==> src/design/edm_pkg.sv <==
// Shared widths, codes and the sequencer state type for the distance matrix block.
`default_nettype none
package edm_pkg;

  localparam int COORD_IN_W = 16;
  localparam int ROW_W      = 6;
  localparam int DIST_W     = 17;

  localparam logic KIND_LOAD = 1'b0;
  localparam logic KIND_ROW  = 1'b1;

  typedef enum logic [9:0] {
    ST_IDLE   = 10'b00_0000_0001,
    ST_ROWCAP = 10'b00_0000_0010,
    ST_COLRD  = 10'b00_0000_0100,
    ST_DIFF   = 10'b00_0000_1000,
    ST_MULX   = 10'b00_0001_0000,
    ST_MULY   = 10'b00_0010_0000,
    ST_SUM    = 10'b00_0100_0000,
    ST_ROOT   = 10'b00_1000_0000,
    ST_RND    = 10'b01_0000_0000,
    ST_EMIT   = 10'b10_0000_0000
  } edm_state_t;

endpackage
`default_nettype wire

==> src/design/edm_ram.sv <==
// Generic single-write, single-read RAM with registered read data.
`default_nettype none
module edm_ram #(
  parameter int WIDTH = 16,
  parameter int DEPTH = 64,
  localparam int AW = (DEPTH > 1) ? $clog2(DEPTH) : 1
) (
  input  wire logic             clk,
  input  wire logic             we,
  input  wire logic [AW-1:0]    waddr,
  input  wire logic [WIDTH-1:0] wdata,
  input  wire logic [AW-1:0]    raddr,
  output logic      [WIDTH-1:0] rdata
);

  logic [WIDTH-1:0] mem [DEPTH];

  always_ff @(posedge clk) begin
    if (we) begin
      mem[waddr] <= wdata;
    end
    rdata <= mem[raddr];
  end

endmodule
`default_nettype wire

==> src/design/euclid_distance_matrix.sv <==
// A bad row request's word is valid the cycle after acceptance.
// A row of N cities gives one word per column; its pace is set by the one-bit-per-cycle square root
// step shared by every column.
// Input: one word at a time; after a row request the input stalls until the row's last word is taken.
// Reset (rst_n, synchronous): empties the city list and clears the sticky overflow flag;
// coordinate storage is not cleared.
`default_nettype none
module euclid_distance_matrix #(
  parameter int MAX_CITIES = 64,
  parameter int COORD_BITS = 16
) (
  input  wire logic                                clk,
  input  wire logic                                rst_n,
  input  wire logic                                in_valid,
  output logic                                     in_stall,
  input  wire logic                                in_kind,
  input  wire logic                                in_first_city,
  input  wire logic signed [edm_pkg::COORD_IN_W-1:0] in_coord_x,
  input  wire logic signed [edm_pkg::COORD_IN_W-1:0] in_coord_y,
  input  wire logic        [edm_pkg::ROW_W-1:0]      in_row_index,
  output logic                                     out_valid,
  input  wire logic                                out_stall,
  output logic             [edm_pkg::DIST_W-1:0]     out_distance,
  output logic             [edm_pkg::ROW_W-1:0]      out_column_index,
  output logic                                     out_last,
  output logic                                     out_bad_row,
  output logic                                     out_overflowed
);

  import edm_pkg::*;

  localparam int CW   = (COORD_BITS < COORD_IN_W) ? COORD_BITS : COORD_IN_W;
  localparam int DW   = CW + 1;
  localparam int PW   = 2 * CW;
  localparam int RW   = CW + 1;
  localparam int SP   = 2 * RW;
  localparam int AW   = $clog2(MAX_CITIES);
  localparam int CNTW = $clog2(MAX_CITIES + 1);
  localparam int STW  = $clog2(RW);

  edm_state_t state_r, state_nxt;
  logic [CNTW-1:0] count_r, count_nxt;
  logic            overflow_r, overflow_nxt;
  logic            out_valid_r, out_valid_nxt;

  logic [AW-1:0]          col_r, col_nxt;
  logic [CW-1:0]          xr_r, xr_nxt, yr_r, yr_nxt;
  logic signed [DW-1:0]   dx_r, dx_nxt, dy_r, dy_nxt;
  logic [PW-1:0]          prod_r, prod_nxt, acc_r, acc_nxt;
  logic [SP-1:0]          s_r, s_nxt;
  logic [RW-1:0]          root_r, root_nxt;
  logic [RW:0]            rem_r, rem_nxt;
  logic [STW-1:0]         step_r, step_nxt;
  logic [DIST_W-1:0]      dist_r, dist_nxt;
  logic [ROW_W-1:0]       ocol_r, ocol_nxt;
  logic                   last_r, last_nxt, bad_r, bad_nxt, oflow_r, oflow_nxt;

  logic                   in_acc, out_acc;
  logic [CNTW-1:0]        count_eff;
  logic                   room;
  logic                   ram_we;
  logic [AW-1:0]          ram_waddr, ram_raddr;
  logic [CW-1:0]          x_rdata, y_rdata;
  logic                   row_bad;
  logic                   col_last;

  logic signed [DW-1:0]   mul_a;
  logic signed [2*DW-1:0] mul_p;
  logic [RW+2:0]          sq_t, sq_d, sq_diff;
  logic                   sq_ge;
  logic                   round_up;

  assign in_stall  = (state_r != ST_IDLE);
  assign in_acc    = in_valid && !in_stall;
  assign out_acc   = out_valid_r && !out_stall;

  assign count_eff = in_first_city ? '0 : count_r;
  assign room      = count_eff < CNTW'(MAX_CITIES);
  assign ram_we    = in_acc && (in_kind == KIND_LOAD) && room;
  assign ram_waddr = count_eff[AW-1:0];
  assign ram_raddr = (state_r == ST_IDLE) ? in_row_index[AW-1:0] : col_r;
  assign row_bad   = {1'b0, in_row_index} >= (ROW_W+1)'(count_r);
  assign col_last  = (CNTW'(col_r) + CNTW'(1)) == count_r;

  edm_ram #(.WIDTH(CW), .DEPTH(MAX_CITIES)) u_x_ram (
    .clk   (clk),
    .we    (ram_we),
    .waddr (ram_waddr),
    .wdata (in_coord_x[CW-1:0]),
    .raddr (ram_raddr),
    .rdata (x_rdata)
  );

  edm_ram #(.WIDTH(CW), .DEPTH(MAX_CITIES)) u_y_ram (
    .clk   (clk),
    .we    (ram_we),
    .waddr (ram_waddr),
    .wdata (in_coord_y[CW-1:0]),
    .raddr (ram_raddr),
    .rdata (y_rdata)
  );

  // shared squarer: dx in MULX, dy in MULY
  assign mul_a = (state_r == ST_MULY) ? dy_r : dx_r;
  assign mul_p = mul_a * mul_a;

  // one restoring square root step: bring down two bits, try subtracting 4*root+1
  assign sq_t    = {rem_r, s_r[SP-1:SP-2]};
  assign sq_d    = {1'b0, root_r, 2'b01};
  assign sq_ge   = sq_t >= sq_d;
  assign sq_diff = sq_t - sq_d;

  // remainder is s - r*r, so this is the round-to-nearest test
  assign round_up = rem_r > {1'b0, root_r};

  always_comb begin
    state_nxt     = state_r;
    count_nxt     = count_r;
    overflow_nxt  = overflow_r;
    out_valid_nxt = out_valid_r;
    col_nxt       = col_r;
    xr_nxt        = xr_r;
    yr_nxt        = yr_r;
    dx_nxt        = dx_r;
    dy_nxt        = dy_r;
    prod_nxt      = prod_r;
    acc_nxt       = acc_r;
    s_nxt         = s_r;
    root_nxt      = root_r;
    rem_nxt       = rem_r;
    step_nxt      = step_r;
    dist_nxt      = dist_r;
    ocol_nxt      = ocol_r;
    last_nxt      = last_r;
    bad_nxt       = bad_r;
    oflow_nxt     = oflow_r;

    unique case (state_r)
      ST_IDLE: begin
        if (in_acc) begin
          if (in_kind == KIND_LOAD) begin
            if (room) begin
              count_nxt = count_eff + CNTW'(1);
            end else begin
              count_nxt    = count_eff;
              overflow_nxt = 1'b1;
            end
          end else if (row_bad) begin
            dist_nxt      = '0;
            ocol_nxt      = '0;
            last_nxt      = 1'b1;
            bad_nxt       = 1'b1;
            oflow_nxt     = overflow_r;
            out_valid_nxt = 1'b1;
            state_nxt     = ST_EMIT;
          end else begin
            col_nxt   = '0;
            state_nxt = ST_ROWCAP;
          end
        end
      end
      ST_ROWCAP: begin
        // row city arrives; column 0 read is issued this cycle
        xr_nxt    = x_rdata;
        yr_nxt    = y_rdata;
        state_nxt = ST_DIFF;
      end
      ST_COLRD: begin
        state_nxt = ST_DIFF;
      end
      ST_DIFF: begin
        dx_nxt    = $signed({xr_r[CW-1], xr_r}) - $signed({x_rdata[CW-1], x_rdata});
        dy_nxt    = $signed({yr_r[CW-1], yr_r}) - $signed({y_rdata[CW-1], y_rdata});
        state_nxt = ST_MULX;
      end
      ST_MULX: begin
        prod_nxt  = mul_p[PW-1:0];
        state_nxt = ST_MULY;
      end
      ST_MULY: begin
        acc_nxt   = prod_r;
        prod_nxt  = mul_p[PW-1:0];
        state_nxt = ST_SUM;
      end
      ST_SUM: begin
        s_nxt     = SP'({1'b0, acc_r} + {1'b0, prod_r});
        root_nxt  = '0;
        rem_nxt   = '0;
        step_nxt  = STW'(RW - 1);
        state_nxt = ST_ROOT;
      end
      ST_ROOT: begin
        s_nxt    = s_r << 2;
        rem_nxt  = sq_ge ? sq_diff[RW:0] : sq_t[RW:0];
        root_nxt = {root_r[RW-2:0], sq_ge};
        step_nxt = step_r - STW'(1);
        if (step_r == '0) begin
          state_nxt = ST_RND;
        end
      end
      ST_RND: begin
        dist_nxt      = DIST_W'((RW+1)'(root_r) + (RW+1)'(round_up));
        ocol_nxt      = ROW_W'(col_r);
        last_nxt      = col_last;
        bad_nxt       = 1'b0;
        oflow_nxt     = overflow_r;
        out_valid_nxt = 1'b1;
        state_nxt     = ST_EMIT;
      end
      ST_EMIT: begin
        if (out_acc) begin
          out_valid_nxt = 1'b0;
          if (last_r) begin
            state_nxt = ST_IDLE;
          end else begin
            col_nxt   = col_r + AW'(1);
            state_nxt = ST_COLRD;
          end
        end
      end
      default: begin
        state_nxt     = ST_IDLE;
        out_valid_nxt = 1'b0;
      end
    endcase
  end

  always_ff @(posedge clk) begin
    if (!rst_n) begin
      state_r     <= ST_IDLE;
      count_r     <= '0;
      overflow_r  <= 1'b0;
      out_valid_r <= 1'b0;
    end else begin
      state_r     <= state_nxt;
      count_r     <= count_nxt;
      overflow_r  <= overflow_nxt;
      out_valid_r <= out_valid_nxt;
    end
  end

  always_ff @(posedge clk) begin
    col_r  <= col_nxt;
    xr_r   <= xr_nxt;
    yr_r   <= yr_nxt;
    dx_r   <= dx_nxt;
    dy_r   <= dy_nxt;
    prod_r <= prod_nxt;
    acc_r  <= acc_nxt;
    s_r    <= s_nxt;
    root_r <= root_nxt;
    rem_r  <= rem_nxt;
    step_r <= step_nxt;
    dist_r <= dist_nxt;
    ocol_r <= ocol_nxt;
    last_r <= last_nxt;
    bad_r  <= bad_nxt;
    oflow_r <= oflow_nxt;
  end

  assign out_valid        = out_valid_r;
  assign out_distance     = dist_r;
  assign out_column_index = ocol_r;
  assign out_last         = last_r;
  assign out_bad_row      = bad_r;
  assign out_overflowed   = oflow_r;

  a_valid_in_emit: assert property (@(posedge clk) disable iff (!rst_n)
    out_valid_r |-> state_r == ST_EMIT)
    else $error("result word valid outside emit state");

  a_count_bound: assert property (@(posedge clk) disable iff (!rst_n)
    count_r <= CNTW'(MAX_CITIES))
    else $error("city count above capacity");

  a_full_load_flags: assert property (@(posedge clk) disable iff (!rst_n)
    (in_acc && in_kind == KIND_LOAD && !in_first_city && count_r == CNTW'(MAX_CITIES))
    |=> overflow_r && $stable(count_r))
    else $error("load into full list did not set overflow");

  a_bad_word: assert property (@(posedge clk) disable iff (!rst_n)
    (out_valid_r && bad_r) |-> (last_r && dist_r == '0 && ocol_r == '0))
    else $error("bad row word malformed");

  a_next_column: assert property (@(posedge clk) disable iff (!rst_n)
    (out_acc && !last_r) |=> state_r == ST_COLRD && col_r == $past(col_r) + AW'(1))
    else $error("row did not advance to next column");

endmodule
`default_nettype wire

==> config.mk <==
export PLATFORM = sky130hd
export DESIGN_NAME = euclid_distance_matrix
export DESIGN_NICKNAME = d
export VERILOG_FILES = /design/src/design/edm_pkg.sv /design/src/design/edm_ram.sv /design/src/design/euclid_distance_matrix.sv
export SDC_FILE = /design/constraint.sdc
export NUM_CORES = 2
export LEC_CHECK = 0
export ABC_AREA = 1
export BUFFER_PORTS_ARGS = -buffer_cell sky130_fd_sc_hd__buf_2
export CAP_MARGIN = 20
export CORE_ASPECT_RATIO = 1.4
export CORE_MARGIN = 1
export CORE_UTILIZATION = 50
export DETAILED_ROUTE_END_ITERATION = 10
export PLACE_DENSITY = 0.72
export SETUP_SLACK_MARGIN = 0.2
export SLEW_MARGIN = 20
export SYNTH_ARGS = -nofsm -noshare
export SYNTH_HDL_FRONTEND = slang
export SYNTH_SLANG_ARGS = --single-unit
==> constraint.sdc <==
create_clock -name clk -period 19.2 [get_ports clk]
set_input_delay 0 -clock clk [delete_from_list [all_inputs] [get_ports clk]]
set_output_delay 0 -clock clk [all_outputs]
set_load 0.1 [all_outputs]
==> flow_metrics.tcl <==
set metrics [dict create \
    outcome "completed" \
    routabilityCongestion 0.881 \
    antenna_found_initial 13 \
    critPathLaunchType "flip-flop" \
    switching_share_pct 43.6 \
    regArea_um2 69500 \
    cts_htree_levels 4 \
    first_global_vias 76904 \
    power.total_mw 18.2 \
    ys_warn_count 0 \
    cp.arrival_ns 8.98 \
    final_area_um2 123000 \
    crit_path_top_delay_cell "fa_1" \
    setup_viol 0 \
    yosys_register_bits 2333 \
    drt_iter0_drc 8771 \
    crit_top_cell "nand2_1" \
    fin_crit_ns 8.39 \
    hold_viol_final 0 \
    syn_inst 10964 \
    num_rows 205 \
    synth_ff_type "edfxtp_1" \
    fmax_mhz 119 \
    cts_hold_buf 46 \
    cpPeakStageDelay_ns 0.88 \
    crit_path_end_kind "flip-flop" \
    core_um2 223000 \
    pwr-share-comb_pct 44.8 \
    wl_per_cell_um 21.4 \
    worst_ep_required_time_ns 19.79 \
    initial_utilization_pct 50.4 \
    clk_latency_ns 0.89 \
    rsz0062_at_grt "false" \
    ios 72 \
    final_max_slew_viol_count 0 \
    numCtsBuffers 217 \
    fp.dieH_um 563 \
    grt_use_total_pct 26.1 \
    routed_wl_mm 300 \
    numClockSinks 2333 \
    syn2layout_area_growth_pct 9.74 \
    clk_pin_slew_ns 0.06 \
    post_cts_resized 0 \
    p_clk_share_pct 23.2 \
    root_buffer "clkbuf_16" \
    die_area_um2 227000 \
    synth_top_area_cell "edfxtp_1" \
    synth_area_um2 112000 \
    grt_overflow_total 0 \
    period_share_pct 43.7 \
    worst_pin_slew_ns 1.18 \
    cts_max_path_buffers 4 \
    clock_skew_ns 0.0623 \
    via_per_inst 5.57 \
    seqPwrFrac_pct 32.0 \
    worst-setup-path-type "flip-flop to flip-flop" \
    dpl_cell_area_um2 116000 \
    tns_ns 0 \
    relSlewSlack_pct 21.4 \
    maxCapViolCount 0 \
    cts_setup_buffers 0 \
    ir_worst_vdd_v 0.000192 \
    p_sw_mw 7.94 \
    numPortBuffers 71 \
    synth_nets 11438 \
    vias 78117 \
    synthArstFlopShare_pct 0 \
    grt_pass1_wl_mm 452 \
    dr.pass1.iters 6 \
    internal-power_mw 10.3 \
    cts_tree "built" \
    fill_cells 18243 \
    p_per_area_nw_per_um2 148 \
    cp_max_fo 36 \
    synth_enable_flop_cells 2282 \
    synth_area_per_cell_um2 10.3 \
    dp_hpwl_mm 175 \
    grt_max_degree 210 \
    drc 0 \
    yosysUniqueCellTypes 51 \
    synth_top_area_share_pct 60.9 \
    nets 11421 \
    drive_gt1_share_pct 5.89 \
    dieWidth_um 403 \
    netlist_top_cells_area "edfxtp_1 61%, nand2_1 8.9%, nand3_1 8.6%, inv_1 6.9%, fa_1 4.6%" \
    multi_input_area_um2 33400 \
    power_leakage_nw 51.9 \
    ant_nets 0 \
    ys_seq_area_share_pct 61.8 \
    min_path_type "primary input to flip-flop" \
]
==> layout by cell type, fill, tap and decap left out, drive strengths merged, types with 3 or more instances in the layout <==
cell,count
clkinvlp,8
nor4,9
a211oi,5
or2,16
dlygate4sd3,46
nor2,347
nand4,23
o211ai,3
buf,215
a21boi,10
xnor2,34
nor3b,4
o21ai,113
nand3,1944
dfxtp,51
a21o,12
clkinv,89
inv,2097
a31oi,16
edfxtp,2282
o21a,7
o221ai,3
diode,6
xor2,70
nand3b,137
a21oi,133
o31ai,6
ha,173
nor3,31
clkbuf,265
o21bai,14
nand2,2664
bufinv,17
fa,257
==> area by class of cell <==
cell class	instances	area share, %
timing repair buffer	261	1.70
sequential	2333	56.4
clock buffer	265	4.68
antenna	6	0.0122
inverter	2092	6.38
clock inverter	119	0.869
multi-input combinational	6042	27.1
tap	2898	2.94
==> worst max-delay path: cells and delay by family (launching register included) <==
kind | cells | cell delay, ns
adders and majority gates | 7 | 3.97
buffers and inverters | 4 | 0.97
DFF | 1 | 0.35
and+or+nand+nor | 15 | 2.79
==> cell usage after synthesis (4+ instances only) <==
| library cell | n |
|---|---|
| inv_1 | 2077 |
| o31ai_1 | 6 |
| edfxtp_1 | 2282 |
| nand2_2 | 7 |
| nor3_1 | 27 |
| or2_2 | 16 |
| nor3b_1 | 4 |
| dfxtp_1 | 51 |
| nand4_1 | 23 |
| o21a_1 | 7 |
| clkbuf_1 | 154 |
| xnor2_1 | 34 |
| nand2_1 | 2656 |
| buf_2 | 280 |
| nor4_1 | 8 |
| ha_1 | 173 |
| a31oi_1 | 16 |
| a21oi_1 | 133 |
| nand3b_1 | 137 |
| nand3_1 | 1940 |
| o21bai_1 | 14 |
| buf_1 | 56 |
| a211oi_1 | 5 |
| o21ai_2 | 14 |
| xor2_1 | 70 |
| buf_4 | 7 |
| a21o_1 | 12 |
| a21boi_0 | 10 |
| nand3_2 | 4 |
| fa_1 | 257 |
| nor2_1 | 339 |
| o21ai_0 | 96 |
| nor2_4 | 5 |
| inv_2 | 12 |
==> cell families after synthesis <==
logic type                 count (synthesis)  share of synthesized area (%)
and+or+nand+nor                         5178                           20.2
AOI/OAI and AO/OA                        330                           1.70
DFF                                     2333                           61.8
buffers and inverters                   2589                           8.98
xor gates and xnor gates                 104                          0.810
adders and majority gates                430                           6.50
==> power by group through the flow <==
stage,logic (mW),clock network [mW],registers (mW)
final,8.16,4.23,5.83
after global routing,8.81,4.45,5.83
after CTS,8.06,4.27,5.83
after detailed placement,8.00,0,5.94
after global placement,7.85,0,5.93
after floorplan,5.28,0,6.10
==> sequential cells by signal, indices dropped and copies added (netlist names), 7 cells and up <==
signal         flops
acc_r             31
count_r            7
dx_r              17
dy_r              17
out_distance      17
prod_r            31
rem_r             18
root_r            17
s_r               34
state_r           10
u_x_ram.mem     1024
u_x_ram.rdata     16
u_y_ram.mem     1024
u_y_ram.rdata     16
xr_r              16
yr_r              16
==> path summary, 6_finish.rpt <==
check	cells after the start	to	startpoint	slack, ns
worst max-delay path	26	prod_r[31]$_DFFE_PP_	state_r[1]$_SDFFE_PN0P_	10.81
worst min-delay path	3	overflow_r$_SDFFE_PN0P_	rst_n	0.11
worst max register to register	26	prod_r[31]$_DFFE_PP_	state_r[1]$_SDFFE_PN0P_	10.81
worst min register to register	0	xr_r[11]$_DFFE_PP_	u_x_ram.rdata[11]$_DFF_P_	0.41
==> through the flow <==
stage                     utilization, %  hold slack, ns  setup WS [ns]  instances
after CTS                           55.3          0.0303          10.84      14009
after global routing                55.3           0.109          10.26      14011
after floorplan                        -          0.0989          12.24      10964
after detailed placement            52.0           0.328          10.89      13579
final                               55.3           0.107          10.81      14016
after global placement              52.0           0.337          11.08      13576
==> metal layers <==
layer	global-route usage, %	vias up	share of wire [%]
met5	0	-	0.0090
met4	13.1	4	5.2
met3	3.37	887	8.5
met2	45.5	3852	50
met1	31.8	37769	36
li1	-	35605	-
No activity file was read; power rests on OpenSTA's default activity.
